==> src/rtl/core/bewb_pkg.sv <==
// Package of the white balance block: payload structs, control structs, constants.
// Used by the controller, the datapath and the top level; depends on nothing.
`timescale 1ns / 1ps

package bewb_pkg;

    localparam int YK_W      = 18;
    localparam int BIN_W     = 8;
    localparam int NUM_BINS  = 256;
    localparam int PCT_W     = 7;
    localparam int CH_W      = 8;
    localparam int RECIP_W   = 19;
    localparam int RECIP_SH  = 28;
    localparam int LIM_W     = PCT_W + YK_W;
    localparam int DIV_STEPS = 8;

    localparam logic [9:0]         COEF_R    = 10'd299;
    localparam logic [9:0]         COEF_G    = 10'd587;
    localparam logic [9:0]         COEF_B    = 10'd114;
    localparam logic [9:0]         BIN_DIV   = 10'd1000;
    localparam logic [RECIP_W-1:0] BIN_RECIP = 19'd268435;
    localparam logic [LIM_W-1:0]   BIN_STEP  = 25'd100000;
    localparam logic [PCT_W-1:0]   PCT_RESET = 7'd95;
    localparam logic [CH_W-1:0]    CH_MAX    = 8'd255;

    localparam logic OP_GATHER = 1'b0;
    localparam logic OP_APPLY  = 1'b1;

    typedef struct packed {
        logic            operation;
        logic [CH_W-1:0] blue;
        logic [CH_W-1:0] green;
        logic [CH_W-1:0] red;
    } t_pix_in;

    typedef struct packed {
        logic [CH_W-1:0] blue_out;
        logic [CH_W-1:0] green_out;
        logic [CH_W-1:0] red_out;
        logic            status;
    } t_pix_out;

    typedef struct packed {
        logic capture;
        logic new_frame;
        logic calc_yk;
        logic calc_q;
        logic bin_rd;
        logic bin_wr;
        logic walk_init;
        logic walk_rd;
        logic walk_acc;
        logic prod;
        logic den;
        logic mul_num;
        logic div_init;
        logic div_step;
        logic out_load;
    } t_cmd;

    typedef struct packed {
        logic op;
        logic apply_phase;
        logic full;
        logic last_bin;
        logic div_last;
    } t_sts;

endpackage

==> src/rtl/core/bewb_ctrl.sv <==
// Controller of the white balance block: sequences gather, bin walk and correction.
// Depends on bewb_pkg for the command and status structs.
`timescale 1ns / 1ps

module bewb_ctrl import bewb_pkg::*; (
    input  logic i_clk,
    input  logic i_rst_n,
    input  logic i_in_valid,
    output logic o_in_ready,
    output logic o_out_valid,
    input  logic i_out_ready,
    input  t_sts i_sts,
    output t_cmd o_cmd
);

    typedef enum logic [3:0] {
        S_IDLE, S_DISP, S_YK, S_QA, S_BIN, S_WR, S_LIM, S_WRD, S_WACC,
        S_PROD, S_DEN, S_NUM, S_DINIT, S_DIV, S_OUT
    } t_state;

    t_state r_state, n_state;
    logic   r_out_valid, n_out_valid;
    logic   w_accept;
    logic   w_slot_free;

    assign w_accept    = i_in_valid && (r_state == S_IDLE);
    assign w_slot_free = !r_out_valid || i_out_ready;
    assign o_in_ready  = (r_state == S_IDLE);
    assign o_out_valid = r_out_valid;

    always_comb begin
        n_state = r_state;
        o_cmd   = '0;
        case (r_state)
            S_IDLE: begin
                o_cmd.capture = w_accept;
                if (w_accept) n_state = S_DISP;
            end
            S_DISP: begin
                if (i_sts.op == OP_GATHER) begin
                    o_cmd.new_frame = i_sts.apply_phase;
                    n_state = S_YK;
                end else if (i_sts.apply_phase) begin
                    n_state = S_NUM;
                end else begin
                    n_state = S_LIM;
                end
            end
            S_YK: begin
                o_cmd.calc_yk = 1'b1;
                n_state = i_sts.full ? S_IDLE : S_QA;
            end
            S_QA: begin
                o_cmd.calc_q = 1'b1;
                n_state = S_BIN;
            end
            S_BIN: begin
                o_cmd.bin_rd = 1'b1;
                n_state = S_WR;
            end
            S_WR: begin
                o_cmd.bin_wr = 1'b1;
                n_state = S_IDLE;
            end
            S_LIM: begin
                o_cmd.walk_init = 1'b1;
                n_state = S_WRD;
            end
            S_WRD: begin
                o_cmd.walk_rd = 1'b1;
                n_state = S_WACC;
            end
            S_WACC: begin
                o_cmd.walk_acc = 1'b1;
                n_state = i_sts.last_bin ? S_PROD : S_WRD;
            end
            S_PROD: begin
                o_cmd.prod = 1'b1;
                n_state = S_DEN;
            end
            S_DEN: begin
                o_cmd.den = 1'b1;
                n_state = S_NUM;
            end
            S_NUM: begin
                o_cmd.mul_num = 1'b1;
                n_state = S_DINIT;
            end
            S_DINIT: begin
                o_cmd.div_init = 1'b1;
                n_state = S_DIV;
            end
            S_DIV: begin
                o_cmd.div_step = 1'b1;
                if (i_sts.div_last) n_state = S_OUT;
            end
            S_OUT: begin
                o_cmd.out_load = w_slot_free;
                if (w_slot_free) n_state = S_IDLE;
            end
            default: n_state = S_IDLE;
        endcase
    end

    always_comb begin
        n_out_valid = r_out_valid;
        if (o_cmd.out_load) n_out_valid = 1'b1;
        else if (i_out_ready) n_out_valid = 1'b0;
    end

    always_ff @(posedge i_clk) begin
        if (!i_rst_n) begin
            r_state     <= S_IDLE;
            r_out_valid <= 1'b0;
        end else begin
            r_state     <= n_state;
            r_out_valid <= n_out_valid;
        end
    end

endmodule

==> config.mk <==
export PLATFORM = sky130hd
export DESIGN_NAME = bewb_ctrl
export DESIGN_NICKNAME = d
export VERILOG_FILES = /design/src/rtl/core/bewb_pkg.sv /design/src/rtl/core/bewb_ctrl.sv
export SDC_FILE = /design/constraint.sdc
export NUM_CORES = 1
export LEC_CHECK = 0
export ABC_AREA = 1
export BUFFER_PORTS_ARGS = -buffer_cell sky130_fd_sc_hd__buf_2
export CAP_MARGIN = 5
export CORE_AREA = 5 5 42 44
export CTS_CLUSTER_DIAMETER = 40
export CTS_CLUSTER_SIZE = 16
export DETAILED_ROUTE_END_ITERATION = 10
export DIE_AREA = 0 0 47 49
export PLACE_DENSITY = 0.74
export SLEW_MARGIN = 5
export SYNTH_ARGS = -nofsm -noshare
export SYNTH_HDL_FRONTEND = slang
export SYNTH_SLANG_ARGS = --single-unit
==> constraint.sdc <==
create_clock -name i_clk -period 2.39 [get_ports i_clk]
set_input_delay 0.1195 -clock i_clk [delete_from_list [all_inputs] [get_ports i_clk]]
set_output_delay 0.1195 -clock i_clk [all_outputs]
set_load 0.02 [all_outputs]
**Word level (Yosys, flattened, before mapping)**

Cells that the tools add are included.
W data, S select, Z words.

- Flip-flop bits (word level): 5
- Bits of input ports: 9
- Output and inout bits: 17
- Word-level logic and storage cells: 51

- Eq/ne operators: 17
- Mux-type cells: 26
- Reductions and logical operators: 6

Operator list:

| kind | count |
|---|---|
| $pmux W4 S14 | 1 |
| $eq A4 B4 Y1 const B | 7 |
| $mux W4 | 6 |
| $mux W1 | 18 |
| $eq A4 B3 Y1 const B | 4 |
| $eq A4 B2 Y1 const B | 2 |
| $eq A4 B1 Y1 const B | 1 |
| $logic_not A4 Y1 | 1 |
| $ne A2 B2 Y1 const B | 2 |
| $reduce_and A3 Y1 | 1 |
| $mux W2 | 1 |
| $ne A2 B1 Y1 const B | 1 |
| $reduce_bool A2 Y1 | 1 |
| $logic_and A1 B1 Y1 | 1 |
| $logic_not A1 Y1 | 1 |
| $logic_or A1 B1 Y1 | 1 |

**Longest topological paths before layout**

Gate-level depths: netlist of run 1.

- Word-level depth: 4
- Gate-level depth with buffers: 8
- Depth with buffers taken out: 8

**Worst setup path before layout of run 1**

No wires, ideal clock.

- Path kind: flip-flop to flip-flop
- Start point: reg r_state[1]
- End point: reg r_state[2]
- Library setup time: 0.070 ns
- Arrival: 1.210 ns
- Required time: 2.320 ns
- Path slack: 1.111 ns
- Stages on the path, launching flop included: 7
- Path buffers: 0
- Clock period less this slack: 1.279 ns
- Cells stage by stage: dfxtp_1 nand2_2 nor2_1 a21oi_1 nand2_1 nand2_1 a21oi_1

- Longest elaborated chain between the ends: 4
- Elaborated cells on any way between the ends: 20
- Classes of those cells: eq/ne (16); mux (1); reduce/logical (3)

Ends and longest elaborated chain:

| element | RTL line | source |
|---|---|---|
| start: declaration | bewb_ctrl.sv:21 | `t_state r_state, n_state;` |
| start signal: assignment | bewb_ctrl.sv:116 | `r_state <= n_state;` |
| $logic_not A4 Y1 | bewb_ctrl.sv:26, bewb_ctrl.sv:34 |  |
| $logic_and A1 B1 Y1 | bewb_ctrl.sv:26 | `assign w_accept = i_in_valid && (r_state == S_IDLE);` |
| $ne A2 B1 Y1 (no source line) | n/a |  |
| $reduce_and A3 Y1 (no source line) | n/a |  |

Several ways; a longest one is shown, not always the timed one.
A chain may end at the register's enable or synchronous reset.

==> results of run 1 <==
## registers in the layout, indices dropped and copies added (netlist names)
register / flops
r_state: 4
o_out_valid: 1
## cell usage after synthesis
library cell / instances / area share
buf_4: 1 / 0.015
nand2_1: 15 / 0.11
nor3_1: 3 / 0.030
nand3_1: 6 / 0.060
nand3_2: 1 / 0.020
o21ai_0: 1 / 0.0099
nor2_1: 20 / 0.15
nand2_2: 3 / 0.037
inv_2: 3 / 0.022
nand2_4: 3 / 0.067
nand4_1: 2 / 0.025
nor2_4: 4 / 0.090
dfxtp_1: 5 / 0.20
nor2_2: 2 / 0.025
inv_1: 12 / 0.090
a21oi_1: 5 / 0.050
## metrics by stage
stage / worst slack, ns / hold WS, ns / area [um^2] / cells
2_1_floorplan: 1.111 / 0.2921 / 503.0 / 86
3_3_place_gp: 1.122 / 0.4010 / 640.6 / 126
3_5_place_dp: 1.118 / 0.4106 / 640.6 / 126
4_1_cts: 0.8627 / 0.1534 / 666.9 / 130
5_1_grt: 0.7350 / 0.1886 / 666.9 / 130
6_report: 0.8552 / 0.1576 / 666.9 / 130
## cells in the final DEF (no fill, tap or decap), types with 2 or more instances in the layout
| master | instances |
|---|---|
| nand2_2 | 3 |
| clkbuf_4 | 3 |
| buf_2 | 25 |
| nor2_1 | 20 |
| nor3_1 | 3 |
| nor2_4 | 4 |
| nand4_1 | 2 |
| nor2_2 | 2 |
| dfxtp_1 | 5 |
| inv_1 | 12 |
| nand2_1 | 15 |
| inv_2 | 3 |
| a21oi_1 | 5 |
| nand2_4 | 3 |
| nand3_1 | 6 |
## cells by family (layout without fill, tap and decap cells)
logic type,after synthesis,after routing,share of synthesized area
buf+inv,16,44,0.1269
compound gates,6,6,0.05968
simple gates,59,59,0.6144
flops,5,5,0.1990
## worst paths after layout
kind,start,to,slack [ns],depth (start not counted)
max reg2reg,r_state[2],r_state[2],1.12,7
max,r_state[3],o_cmd[4],0.86,5
min,i_rst_n,o_out_valid,0.16,3
min reg2reg,o_out_valid,o_out_valid,0.59,4
## report_power, final
part / internal, mW / total, mW / switching, mW
Combinational: 0.0520 / 0.154 / 0.102
Clock: 0.0630 / 0.0960 / 0.0329
Sequential: 0.0913 / 0.105 / 0.0138
## layout make-up
| class | instances | share of cell area |
|---|---|---|
| clock buffer | 4 | 0.03940 |
| timing repair buffer | 25 | 0.1876 |
| inverter | 15 | 0.08443 |
| sequential | 5 | 0.1501 |
| tap | 16 | 0.03002 |
| multi-input combinational | 65 | 0.5084 |
## worst max-delay path, cell delays in order (launching register included)
cell and delay [ns]:
dfxtp_1 0.44, inv_1 0.14, nor2_1 0.21, inv_1 0.12, nor2_1 0.10, buf_2 0.17
## per-layer routing
| metal | routed length [um] | global-route usage | share of wire |
|---|---|---|---|
| met5 | 0 | 0 | 0 |
| met4 | 10 | 0.06912 | 0.0079 |
| met3 | 67 | 0.02214 | 0.053 |
| met2 | 640 | 0.1968 | 0.51 |
| met1 | 545 | 0.1516 | 0.43 |
==> results.sh, run 1 <==
export IMPL_die_h_um=49
export IMPL_cts_inserted_buffers=3
export IMPL_fin_nets=124
export IMPL_n_fill_cell=169
export IMPL_grtUsageTotal=0.1246
export IMPL_irDropWorstVdd_mv=0.2834
export IMPL_setup_viol=0
export IMPL_worstMarginPinSlew_ns=0.3278
export IMPL_row_count=14
export IMPL_cts_tree="yes"
export IMPL_cts_max_level=1
export IMPL_wl_per_cell_um=9.715
export IMPL_seq_area_um2=100.1
export IMPL_grt_setup_unrepaired="no"
export IMPL_setup_worst_path_class="reg2out"
export IMPL_yosys_warnings=0
export IMPL_vias=603
export IMPL_clockRootBuffer="clkbuf_4"
export IMPL_gr_total_overflow=0
export IMPL_power_leakage_nw=0.3751
export IMPL_post_cts_repair_setup_buffers=0
export IMPL_min_period_ns=1.535
export IMPL_syn_avg_cell_area_um2=5.849
export IMPL_end_kind="output pin"
export IMPL_wirelength_mm=1.263
export IMPL_min_path_type="in2reg"
export IMPL_finalHoldViolations=0
export IMPL_grt_max_degree=8
export IMPL_syn_area_um2=503.0
export IMPL_die_area_um2=2303
export IMPL_gp_congestion=0.8324
export IMPL_clockBufferDepth=2
export IMPL_cts_hold_buf=0
export IMPL_postCtsResizedCells=0
export IMPL_multi_input_area_um2=339.1
export IMPL_fp_coreArea_um2=1401
export IMPL_ios=26
export IMPL_die_w_um=47
export IMPL_synth_seq_cells=5
export IMPL_dp_hpwl_mm=1.089
export IMPL_grt_first_pass_wirelength_mm=2.180
export IMPL_setup_tns_final_ns=0
export IMPL_start_util=0.3589
export IMPL_drv_cap=0
export IMPL_required_ns=2.27
export IMPL_p_per_area_nw_per_um2=532.8
export IMPL_cp_max_fo=6
export IMPL_status="completed"
export IMPL_port_buffers=25
export IMPL_ys_types=16
export IMPL_syn_inst=86
export IMPL_antenna_found_initial=0
export IMPL_clkTransAtPathRegs_ns=0.04
export IMPL_start_kind="register"
export IMPL_finish_utilization=0.4759
export IMPL_fin_crit_sh=0.6422
export IMPL_cts_sinks=5
export IMPL_drt_first_pass_iters=4
export IMPL_slew_viol_final=0
export IMPL_syn2layout_area_growth_pct=32.59
export IMPL_ys_seq_area_frac=0.1990
export IMPL_finalPower_uw=355.3
export IMPL_drive_above_1_share=0.3860
export IMPL_vias_per_cell=4.638
export IMPL_antenna_cells=0
export IMPL_drc=0
export IMPL_insertion_delay_ns=0.24
export IMPL_max_slew_margin=0.7811
export IMPL_grt_pass1_vias=564
export IMPL_skew_ns=0.004384
export IMPL_drt_iter0_drc=18
export IMPL_ant_nets=0
export IMPL_synth_fp_nets=95
export IMPL_cp_arrival_ns=1.42
export IMPL_fmax_mhz=651.5
Note: power is estimated with default switching activity, not from simulation.
==> inputs of run 2 (changes only) <==
==> constraint.sdc (replaced) <==
create_clock -name i_clk -period 1.6 [get_ports i_clk]
set_input_delay 0.08 -clock i_clk [delete_from_list [all_inputs] [get_ports i_clk]]
set_output_delay 0.08 -clock i_clk [all_outputs]
set_load 0.02 [all_outputs]
==> results.sh, run 2 (synthesis gave the netlist of run 1 again) <==
export IMPL_end_kind="output pin"
export IMPL_port_buffers=25
export IMPL_drv_cap=0
export IMPL_dpl_cell_area_um2=640.6
export IMPL_cts_sinks=5
export IMPL_min_period_ns=1.446
export IMPL_cts_max_level=1
export IMPL_fp_coreArea_um2=1401
export IMPL_fin_nets=124
export IMPL_post_cts_repair_setup_buffers=0
export IMPL_p_per_area_nw_per_um2=805.3
export IMPL_multi_input_area_um2=341.6
export IMPL_antenna_found_initial=0
export IMPL_ios=26
export IMPL_vias=615
export IMPL_fin_crit_sh=0.9039
export IMPL_start_kind="register"
export IMPL_power_leakage_nw=0.3746
export IMPL_n_fill_cell=174
export IMPL_ant_nets=0
export IMPL_drive_above_1_share=0.3947
export IMPL_setup_viol=0
export IMPL_setup_tns_final_ns=0
export IMPL_gr_total_overflow=0
export IMPL_die_w_um=47
export IMPL_finish_utilization=0.4777
export IMPL_max_slew_margin=0.7773
export IMPL_min_path_type="in2reg"
export IMPL_clkTransAtPathRegs_ns=0.05
export IMPL_cp_arrival_ns=1.37
export IMPL_cts_hold_buf=0
export IMPL_grt_setup_unrepaired="no"
export IMPL_use_met1=0.1516
export IMPL_status="completed"
export IMPL_fin_area_um2=669.4
export IMPL_drt_first_pass_iters=4
export IMPL_row_count=14
export IMPL_slew_viol_final=0
export IMPL_final_cell_mix="buf_2 (25), nor2_1 (19), nand2_1 (15)"
export IMPL_die_area_um2=2303
export IMPL_clockRootBuffer="clkbuf_4"
export IMPL_postCtsResizedCells=0
export IMPL_gp_congestion=0.8379
export IMPL_dp_hpwl_mm=1.119
export IMPL_wirelength_mm=1.312
export IMPL_cp_num_buf_inv=3
export IMPL_top_register="r_state"
export IMPL_skew_ns=0.008386
export IMPL_grt_max_degree=8
export IMPL_vias_per_cell=4.731
export IMPL_grtUsageTotal=0.1268
export IMPL_required_ns=1.52
export IMPL_busiest_layer="met2"
export IMPL_antenna_cells=0
export IMPL_crit_slowest_cell="dfxtp_1"
export IMPL_final_common_cell="buf_2"
export IMPL_insertion_delay_ns=0.24
export IMPL_wl_per_cell_um=10.09
export IMPL_grt_first_pass_wirelength_mm=2.201
export IMPL_cts_tree="yes"
export IMPL_cp_max_fo=6
export IMPL_largest_reg_flops=4
export IMPL_finalPower_uw=539.1
export IMPL_cts_inserted_buffers=3
export IMPL_setup_worst_path_class="reg2out"
export IMPL_seq_area_um2=100.1
export IMPL_finalHoldViolations=0
export IMPL_start_util=0.3589
export IMPL_crit_family="flip-flops"
export IMPL_die_h_um=49
export IMPL_fmax_mhz=691.5
export IMPL_grt_pass1_vias=536
export IMPL_drc=0
export IMPL_irDropWorstVdd_mv=0.4108
export IMPL_clockBufferDepth=2
export IMPL_crit_top_cell="inv_1"
export IMPL_use_met2=0.1968
export IMPL_worstMarginPinSlew_ns=0.3337
export IMPL_syn2layout_area_growth_pct=33.08
export IMPL_max_stage_delay_ns=0.45
export IMPL_crit_chain="inv_1 > nor2_2 > inv_1 > nor2_1 > buf_2"
export IMPL_grtUsageMet3=0.02952
export IMPL_drt_iter0_drc=15
## run 2: cell counts in the layout (fill, tap and decap cells not counted)
No cell type changed its count.
## run 2: final cells by class
type                            instances  share of cell area
Multi-Input combinational cell         65              0.5103
Timing Repair Buffer                   25              0.1869
Clock buffer                            4             0.03925
Tap cell                               16             0.02991
Sequential cell                         5              0.1495
Inverter                               15             0.08411
## run 2: report_power, final
group	internal, mW	switching, mW	total (mW)
combinational	0.0778	0.155	0.233
sequential	0.136	0.0202	0.156
clock	0.0945	0.0550	0.149
total	0.309	0.231	0.539
## run 2: per-layer routing
layer  part of all wire  up-vias  routed length [um]
li1                   -      323                   -
met1               0.39      260                 514
met2               0.51       28                 667
met3              0.084        4                 110
met4              0.014        0                  19
met5                  0        -                   0
## run 2: path summary, 6_finish.rpt
path	cells past startpoint	start	slack, ns	to
max	5	r_state[3]	0.15	o_cmd[5]
min	3	i_rst_n	0.13	o_out_valid
max reg2reg	7	r_state[2]	0.30	r_state[2]
min reg2reg	4	o_out_valid	0.58	o_out_valid
## run 2: through the flow
stage,setup slack (ns),std cells,hold slack [ns]
after global placement,0.3306,126,0.3617
after CTS,0.06376,130,0.1290
after detailed placement,0.3268,126,0.3772
after floorplan,0.3205,86,0.2487
after global routing,0.04208,130,0.1567
final,0.1538,130,0.1305
## run 2: tightest hold or removal path, delay by kind of cell
family | cells | cell delay [ns]
and+or+nand+nor | 1 | 0.10
buffers and inverters | 2 | 0.14
==> inputs of run 3 (changes only) <==
--- a/config.mk
+++ b/config.mk
@@ -8,11 +8,11 @@
 export ABC_AREA = 1
 export BUFFER_PORTS_ARGS = -buffer_cell sky130_fd_sc_hd__buf_2
 export CAP_MARGIN = 5
-export CORE_AREA = 5 5 42 44
+export CORE_AREA = 2 2 39 41
 export CTS_CLUSTER_DIAMETER = 40
 export CTS_CLUSTER_SIZE = 16
 export DETAILED_ROUTE_END_ITERATION = 10
-export DIE_AREA = 0 0 47 49
+export DIE_AREA = 0 0 41 43
 export PLACE_DENSITY = 0.74
 export SLEW_MARGIN = 5
 export SYNTH_ARGS = -nofsm -noshare
==> constraint.sdc (replaced) <==
create_clock -name i_clk -period 1.35 [get_ports i_clk]
set_input_delay 0.0675 -clock i_clk [delete_from_list [all_inputs] [get_ports i_clk]]
set_output_delay 0.0675 -clock i_clk [all_outputs]
set_load 0.02 [all_outputs]
==> results.sh, run 3 (synthesis gave the netlist of run 1 again) <==
export IMPL_irDropWorstVdd_mv=0.4928
export IMPL_crit_slowest_cell="dfxtp_2"
export IMPL_slew_viol_final=0
export IMPL_p_sw_uw=279.7
export IMPL_n_fill_cell=152
export IMPL_gr_total_overflow=0
export IMPL_antenna_cells=0
export IMPL_die_area_um2=1763
export IMPL_grt_pass1_vias=551
export IMPL_finalHoldViolations=0
export IMPL_start_kind="register"
export IMPL_start_util=0.3635
export IMPL_worstMarginPinSlew_ns=0.2064
export IMPL_fin_crit_sh=0.9431
export IMPL_antenna_found_initial=0
export IMPL_final_cell_mix="buf_2 (25), nor2_1 (18), nand2_1 (14)"
export IMPL_seq_area_um2=105.1
export IMPL_ios=26
export IMPL_drive_above_1_share=0.4609
export IMPL_syn2layout_area_growth_pct=37.56
export IMPL_grt_max_degree=8
export IMPL_power_leakage_nw=0.3823
export IMPL_drv_cap=0
export IMPL_finalPower_uw=659.2
export IMPL_cts_hold_buf=0
export IMPL_largest_reg_flops=4
export IMPL_dp_hpwl_mm=1.007
export IMPL_drt_iter0_drc=14
export IMPL_cp_max_fo=6
export IMPL_gp_congestion=0.8372
export IMPL_crit_chain="inv_2 > nor2_4 > inv_1 > nor2_1 > buf_2"
export IMPL_cts_sinks=5
export IMPL_post_cts_repair_setup_buffers=0
export IMPL_min_path_type="in2reg"
export IMPL_skew_ns=0.007983
export IMPL_fmax_mhz=785.4
export IMPL_cp_arrival_ns=1.21
export IMPL_row_count=14
export IMPL_wl_per_cell_um=9.649
export IMPL_end_kind="output pin"
export IMPL_insertion_delay_ns=0.25
export IMPL_final_common_cell="buf_2"
export IMPL_fin_nets=125
export IMPL_setup_worst_path_class="reg2out"
export IMPL_die_h_um=43
export IMPL_cts_tree="yes"
export IMPL_clock_power_share=0.273
export IMPL_setup_tns_final_ns=0
export IMPL_fp_coreArea_um2=1384
export IMPL_pwr_share_comb=0.441
export IMPL_top_register="r_state"
export IMPL_vias_per_cell=4.618
export IMPL_max_stage_delay_ns=0.39
export IMPL_multi_input_area_um2=351.6
export IMPL_grt_first_pass_wirelength_mm=2.076
export IMPL_vias=605
export IMPL_required_ns=1.28
export IMPL_whs_ns=0.1064
export IMPL_sw_frac_of_total=0.4242
export IMPL_clockBufferDepth=2
export IMPL_clockRootBuffer="clkbuf_4"
export IMPL_status="completed"
export IMPL_max_slew_margin=0.8619
export IMPL_cts_inserted_buffers=3
export IMPL_cts_max_level=1
export IMPL_p_per_area_nw_per_um2=952.7
export IMPL_drc=0
export IMPL_min_period_ns=1.273
export IMPL_grtUsageTotal=0.1697
export IMPL_wirelength_mm=1.264
export IMPL_drt_first_pass_iters=4
export IMPL_die_w_um=41
export IMPL_setup_viol=0
export IMPL_p_seq_frac=0.286
export IMPL_p_int_uw=379.5
export IMPL_ant_nets=0
export IMPL_port_buffers=25
export IMPL_clkTransAtPathRegs_ns=0.05
-- run 3: final cells by class --
class,instances,area share
clock buffers,4,0.03797
well taps,16,0.02893
multi-input cells,65,0.5081
inverters,15,0.08137
repair buffers,26,0.1917
flip-flops and latches,5,0.1519
-- run 3: worst max-delay path, delay by kind of cell, from the launching register on --
kind | cells | cell delay (ns)
buffers and inverters | 3 | 0.35
and+or+nand+nor | 2 | 0.23
DFF | 1 | 0.39
-- run 3: per-stage QoR --
step	utilization	area [um^2]	setup slack, ns	instances
after detailed placement	0.4684	648.1	0.09461	127
final	0.5000	691.9	0.07675	131
after global placement	0.4684	648.1	0.1211	127
after floorplan	-	503.0	0.07052	86
after global routing	0.5000	691.9	-0.002028	131
after CTS	0.4901	678.2	0.006044	131
-- run 3: final timing paths --
kind               startpoint     endpoint  slack (ns)  cells past startpoint
setup / recovery   r_state[3]     o_cmd[5]        0.08                      5
setup reg to reg   r_state[0]   r_state[3]        0.12                      8
hold reg to reg   o_out_valid  o_out_valid        0.61                      4
hold / removal        i_rst_n  o_out_valid        0.11                      3
-- run 3: power groups by stage --
stage | sequential, mW | clock [mW] | combinational (mW)
after CTS | 0.184 | 0.185 | 0.286
final | 0.188 | 0.180 | 0.291
after global routing | 0.190 | 0.193 | 0.319
after floorplan | 0.183 | 0 | 0.209
after global placement | 0.185 | 0 | 0.284
after detailed placement | 0.186 | 0 | 0.283
-- run 3: what timing repair did --
| item | CTS | global route |
|---|---|---|
| setup endpoints to repair | 4 | 15 |
| resized for setup | 2 | 7 |
| pin swaps | 0 | 1 |
-- run 3: metal layers --
metal  part of all wire  wire, um  GRT usage  vias up
met3              0.032        40    0.03141        2
met4             0.0095        12    0.08000        0
li1                   -         -          -      326
met2               0.54       685     0.2719       10
met5                  0         0          0        -
met1               0.42       525     0.2058      267
